--- src/hw/rtl/glpb_ram.sv ---
// generic single-port synchronous ram with registered read
module glpb_ram #(
	parameter int Width = 8,
	parameter int Depth = 16
) (
	input  logic                     clk,
	input  logic                     we,
	input  logic [$clog2(Depth)-1:0] addr,
	input  logic [Width-1:0]         wdata,
	output logic [Width-1:0]         rdata
);
	logic [Width-1:0] mem [Depth];
	always_ff @(posedge clk) begin
		if (we) begin
			mem[addr] <= wdata;
		end
		rdata <= mem[addr];
	end
endmodule

--- config.mk ---
export PLATFORM = sky130hd
export DESIGN_NAME = glpb_ram
export DESIGN_NICKNAME = d
export VERILOG_FILES = /design/src/hw/rtl/glpb_ram.sv
export SDC_FILE = /design/constraint.sdc
export NUM_CORES = 1
export LEC_CHECK = 0
export ABC_AREA = 0
export BUFFER_PORTS_ARGS = -buffer_cell sky130_fd_sc_hd__buf_2
export CORE_MARGIN = 1
export CORE_UTILIZATION = 45
export DETAILED_ROUTE_END_ITERATION = 7
export SYNTH_ARGS = -nofsm -noshare
export SYNTH_HDL_FRONTEND = slang
export SYNTH_SLANG_ARGS = --single-unit
--- constraint.sdc ---
create_clock -name clk -period 2.6 [get_ports clk]
set_clock_uncertainty 0.15 [all_clocks]
set_input_delay 0.13 -clock clk [delete_from_list [all_inputs] [get_ports clk]]
set_output_delay 0.13 -clock clk [all_outputs]
set_load 0.005 [all_outputs]
; Word level (Yosys, flattened, before mapping)
; Memory sizes are Yosys's and may differ from the RTL's. A register that Yosys moved wholly into a read port is not among the register bits.
; Cells that the tools add are included.
[totals]
regBits = 0
mem_bits_rw = 128
inputBits = 14
output_inout_bits = 8
mem_count = 1
[memory_table]
columns = name, depth, word_bits, read_ports, rd_clocked_by_memory_dff, wr, line_no
row1 = mem, 16, 8, 1, 1, 1, 12  ; logic [Width-1:0] mem [Depth];
[classes]
mux = 2
[ops]
columns = operator, count
row1 = $mux W1, 2

; Depth between registers and ports, before layout
; Gate-level depths: netlist (run 1).
[logic_depth]
depth_word = 2
mapped_depth = 5
depth_no_buf = 3

; Worst setup path before layout (run 1)
; OpenSTA, ideal clock, no wires.
[synth_timing]
path_type = input-to-reg
from = input port addr[2]
to = memory mem[0][0], enable pin
arrival_time_ps = 1240
required_time_ps = 2067
slack_ps = 827
stages = 2
path_buffers = 0
path_cell_list = or3b_2 -> nor3_1
[synth_rtl]
columns = element, line_no
row1 = "start, declared", 8  ; input logic [$clog2(Depth)-1:0] addr,
row2 = "end, declared", 12
; No word-level cell before the write port.

==> out/results.ini, run 1 <==
[worst_setup_path]
path_cells=mux4_2 -> a22oi_1 -> nand2_1
r2r_slack_ns=1.09
critPathLaunchType=flip-flop
worst-setup-path-type=reg -> reg
cp.required_ns=2.83
r2r-start=mem[10][7]
crit_path_top_delay_cell=mux4_2
worstPathArrival_ns=1.74
cpPeakStageDelay_ns=0.47
worst-path-max-fanout=1
r2r_cells=3
r2r_end=rdata[7]
crit_path_end_kind=flip-flop

[global_routing]
antenna_found_initial=0
grt_max_degree=30
grt_usage=0.1826
grt_first_pass_wirelength_um=14810
grt_pass1_vias=2543
grt-ovfl-total=0

[logic_synthesis]
ys_seq_area_frac=0.7901
synth_xor_area_frac=0
synth_compound_area_frac=0.02370
yosys.area_share.simple=0.03210
synth_top_family_by_area=multiplexers
ys_types=18
synthMuxAreaShare=0.1422
synth_area_mm2=0.005067
syn_area_per_cell_um2=22.03
synth_fp_nets=244
syn_inst=230
synthAdderAreaFrac=0
synth_seq_cells=136
yosys_warnings=0

[die]
core_mm2=0.01089
die-area_mm2=0.01169
die_w_um=108.1
dieHeight_um=108.1
ioPinCount=22
start_util=0.4654
rows=38

[clock_tree]
cts_buffers=17
h-tree-depth=4
cts-root-buf=clkbuf_8
tritoncts_num_sinks=136
path_clk_slew_ns=0.06
cts_tree=built
clk_latency_ns=0.50
cts_setup_buffers=0
clockBufferDepth=2

[placement]
io_buffer_count=21
dp_hpwl_um=6082
place.gp.congestion=0.7319

[routing]
drt-total-wl_um=9356
vias=2366
dr.pass1.iters=4
avgViaCountPerCell=5.377
detail_route.wl_per_cell_um=21.26
dr.first_iter.drc_count=238
remaining_drc_errors=0
ant_nets=0

[finish]
drive_gt1_frac=0.3267
syn2layout_area_growth_pct=19.78
num-nets-final=301
antenna_cells=0

[pwr]
power_density_mw_per_mm2=797.6
total_power_mw=4.841
p_leak_nw=2.026
peakVddDrop_mv=0.3987

[timing]
period_needed_ns=1.509
hold_viol_final=0
maxSlewViolCount=0
fmax_ghz=0.6625
slew_headroom=0.4574
fin_tns_setup_ns=0
finalCritPeriodShare=0.5806
rsz0062_at_grt=no
setup_viol=0
worst_pin_slew_ns=0.8109

[min_path]
hp-class=in -> reg
min_from=addr[1]
hold_path_depth=4
min_to=rdata[3]

[job]
max-cap-violations=0

[outcome]
status=finished clean

==> per-stage QoR <==
step,std cells,cell area [µm²],hold slack (ns),setup slack (ns),utilization
global route,440,6070,0.08675,1.025,0.5575
CTS,440,6070,0.05001,1.089,0.5575
detailed placement,400,5450,0.3699,0.5623,0.5006
global placement,400,5450,0.3648,0.5615,0.5006
finish,440,6070,0.06908,1.091,0.5575
floorplan,230,5067,0.07887,0.8270,-
==> report_power, final <==
group          switching [mW]  internal [mW]  total (mW)  leakage [nW]
clock network           0.779           1.36        2.14         0.265
registers              0.0137           2.45        2.47          1.22
logic                   0.127          0.105       0.232         0.537
==> cells in the final DEF, fill, tap and decap left out, types with 2 or more instances in the layout <==
cell / instances
edfxtp_1: 128
clkbuf_1: 7
dfxtp_1: 8
nor2b_1: 2
nand2_1: 9
buf_4: 19
a22oi_1: 16
clkbuf_8: 5
buf_2: 21
nor2_1: 13
nand2b_1: 2
mux4_2: 32
clkinv_2: 2
clkbuf_16: 16
nand3b_1: 2
nor3_1: 4
dlygate4sd3_1: 8
==> worst max-delay path, delay by kind of cell (launching register included) <==
kind	cells	cell delay (ns)
multiplexers	1	0.47
flip-flops	1	0.41
AO/OA/AOI/OAI	1	0.28
AND/OR/NAND/NOR	1	0.08
==> synthesized netlist by cell type <==
master / count / share of area
nor2b_1: 2 / 0.0025
nor3_1: 4 / 0.0040
buf_1: 4 / 0.0030
nor2_1: 13 / 0.0096
clkbuf_2: 1 / 0.00099
clkbuf_1: 2 / 0.0015
nand2b_1: 2 / 0.0025
dfxtp_1: 8 / 0.032
a22oi_1: 16 / 0.024
edfxtp_1: 128 / 0.76
nand2_1: 9 / 0.0067
nand3b_1: 2 / 0.0030
buf_2: 2 / 0.0020
nand3_1: 1 / 0.00099
buf_6: 2 / 0.0044
or3b_2: 1 / 0.0017
mux4_2: 32 / 0.14
and2_1: 1 / 0.0012
==> final cells by class <==
class / count / area [µm²]
tap: 140 / 175.2
multi-input combinational: 83 / 1003
timing repair buffer: 49 / 347.8
clock inverter: 4 / 43.79
sequential: 136 / 4004
clock buffer: 28 / 495.5
fill: 803 / 4818
==> flip-flops by register name, indices dropped and copies added (netlist names) <==
name and count:
rdata 8, mem 128
==> routing by layer <==
layer / GRT usage / vias up / part of all wire
met5: 0 / - / 0
met2: 0.2934 / 53 / 0.51
li1: - / 1075 / -
met4: 0.07045 / 0 / 0.010
met3: 0.04039 / 6 / 0.035
met1: 0.2446 / 1232 / 0.45
==> logic make-up after synthesis <==
| group | after synthesis |
|---|---|
| flip-flops | 136 |
| AND/OR/NAND/NOR | 35 |
| multiplexers | 32 |
| AO/OA/AOI/OAI | 16 |
| buffers and inverters | 11 |
==> worst max path at each step <==
stage / start / to / slack [ns] / cells past startpoint
floorplan: addr[2] / mem[0][0] / 0.83 / 2
finish: mem[10][7] / rdata[7] / 1.09 / 3
detailed placement: addr[0] / rdata[7] / 0.56 / 5
CTS: mem[10][7] / rdata[7] / 1.09 / 3
global placement: addr[0] / rdata[7] / 0.56 / 5
global route: addr[0] / rdata[7] / 1.03 / 5
==> what timing repair did <==
item,in CTS,in global routing
endpoints found under the setup margin,0,0
hold endpoints to repair,128,0
hold buffers,8,0
resized for setup,0,0
Note: power is estimated with default switching activity, not from simulation.
==> run 2, diff against run 1 <==
==> constraint.sdc (replaced) <==
create_clock -name clk -period 1.35 [get_ports clk]
set_clock_uncertainty 0.15 [all_clocks]
set_input_delay 0.0675 -clock clk [delete_from_list [all_inputs] [get_ports clk]]
set_output_delay 0.0675 -clock clk [all_outputs]
set_load 0.005 [all_outputs]
==> out/results.ini, run 2 (same netlist as run 1, synthesis figures left out) <==
[routing]
detail_route.wl_per_cell_um=21.20  ; -0.31%
ant_nets=0  ; unchanged
remaining_drc_errors=0  ; unchanged
avgViaCountPerCell=5.454  ; +1.4%
drt-total-wl_um=9751  ; +4.2%
dr.pass1.iters=4  ; unchanged
vias=2509  ; +6.0%
dr.first_iter.drc_count=118  ; -50%

[global_routing]
top_usage_layer=met2
grt-ovfl-total=0  ; unchanged
grt_usage=0.1966  ; +0.01393
grt_pass1_vias=2675  ; +5.2%
use_met3=0.06510  ; +0.02471
grt_use_met2=0.3066  ; +0.01319
grt_max_degree=20  ; -33%
grt_first_pass_wirelength_um=15640  ; +5.6%
met1_usage=0.2584  ; +0.01386
antenna_found_initial=0  ; unchanged

[pwr]
clkPwrFrac=0.462  ; +0.019
power_switching_share=0.2088  ; +0.01894
power_density_mw_per_mm2=1497  ; +88%
p_seq_frac=0.480  ; -0.030
peakVddDrop_mv=1.234  ; +210%
p_int_mw=7.819  ; +99%
p_switching_mw=2.064  ; +120%
p_comb_frac=0.058  ; +0.010
p_leak_nw=2.184  ; +7.8%

[die]
core_mm2=0.01089  ; unchanged
die_w_um=108.1  ; unchanged
dieHeight_um=108.1  ; unchanged
rows=38  ; unchanged
die-area_mm2=0.01169  ; unchanged
start_util=0.4654  ; unchanged
ioPinCount=22  ; unchanged

[timing]
worst_pin_slew_ns=0.9101  ; +0.09926 ns
setup_viol=8  ; +8
finalCritPeriodShare=1.060  ; +0.4796
setup_slack_ns=-0.08121  ; -1.172 ns
period_needed_ns=1.431  ; -0.07827 ns
maxSlewViolCount=0  ; unchanged
hold_viol_final=0  ; unchanged
fmax_ghz=0.6987  ; +5.5%
rsz0062_at_grt=yes
slew_headroom=0.3920  ; -0.06543

[finish]
drive_gt1_frac=0.4781  ; +0.1515
layout_commonest_cell=edfxtp_1
fin_util=0.6062  ; +0.04872
antenna_cells=0  ; unchanged
num-nets-final=321  ; +6.6%
syn2layout_area_growth_pct=30.25
regMostFlops=mem
fill_cells=777  ; -3.2%
largest_reg_flops=128  ; unchanged
final-instance-count-excl-fill=460  ; +4.5%
fin_area_mm2=0.006600  ; +8.7%
ff_latch_area_mm2=0.004004  ; unchanged
most-common-layout-cells=128 x edfxtp_1, 32 x mux4_2, 26 x buf_4
multi_input_area_mm2=0.001180  ; +18%
largestRegisters=mem: 128 flops, rdata: 8 flops

[clock_tree]
h-tree-depth=4  ; unchanged
cts_buffers=17  ; unchanged
cts-root-buf=clkbuf_8
cts_tree=built
clockBufferDepth=2  ; unchanged
clk_latency_ns=0.53  ; +0.03 ns
tritoncts_num_sinks=136  ; unchanged
path_clk_slew_ns=0.06  ; about the same

[worst_setup_path]
worstPathArrival_ns=1.69  ; -0.05 ns
worst-setup-path-type=reg -> reg
cp.required_ns=1.61  ; -1.22 ns
worst-path-max-fanout=1  ; unchanged
critPathLaunchType=flip-flop
crit_path_end_kind=flip-flop

[outcome]
violations=negative setup slack
status=finished with violations

[placement]
placed_cells=419  ; +4.8%
io_buffer_count=21  ; unchanged
placed_area_mm2=0.005869  ; +7.7%
place.gp.congestion=0.7254  ; -0.89%
dp_hpwl_um=6531  ; +7.4%

[job]
max-cap-violations=0  ; unchanged

[min_path]
hp-class=in -> reg

-- run 2: metal layers --
metal	vias up	wire (µm)
met4	0	112
li1	1125	-
met2	62	4898
met1	1313	4297
met5	-	0
met3	9	442
-- run 2: critical path, cell delays in order, from the launching register on --
cell and delay (ns):
edfxtp_1 0.38, mux4_2 0.51, a22oi_2 0.22, nand2_1 0.07
-- run 2: power by group through the flow --
stage	clock (mW)	sequential, mW	combinational [mW]
floorplan	0	4.83	0.277
global placement	0	4.83	0.532
detailed placement	0	4.84	0.539
CTS	4.65	4.75	0.579
global route	4.82	4.75	0.621
finish	4.57	4.75	0.571
-- run 2: what timing repair did --
item	CTS	global route
hold endpoints to repair	145	0
setup endpoints to repair	8	8
hold buffers	9	0
resized for setup	8	2
buffers inserted	0	0
pin swaps	9	5
-- run 2: path summary, 6_finish.rpt --
| kind | startpoint | slack [ns] | cells past startpoint | to |
|---|---|---|---|---|
| max | mem[11][7] | -0.08 | 3 | rdata[7] |
| min | addr[3] | 0.005 | 3 | mem[2][1] |
| max reg2reg | mem[11][7] | -0.08 | 3 | rdata[7] |
| min reg2reg | mem[15][6] | 0.53 | 3 | rdata[6] |
-- run 2: cell type report --
type                       instances  share of cell area
sequential                       136              0.6066
multi-input combinational         83              0.1788
timing repair buffer              69             0.09858
clock buffer                      18             0.06332
tap                              140             0.02654
clock inverter                    14             0.02616
-- run 2: metrics by stage --
step | hold WS (ns) | TNS, ns | setup WS [ns] | power [mW]
2_1_floorplan | 0.01637 | -0.8088 | -0.01966 | 5.108
3_3_place_gp | 0.2951 | -12.59 | -0.3382 | 5.364
3_5_place_dp | 0.3009 | -12.82 | -0.3391 | 5.375
4_1_cts | -0.01728 | -0.5419 | -0.1011 | 9.978
5_1_grt | 0.009855 | -0.8594 | -0.1381 | 10.19
6_report | 0.004994 | -0.4516 | -0.08121 | 9.884
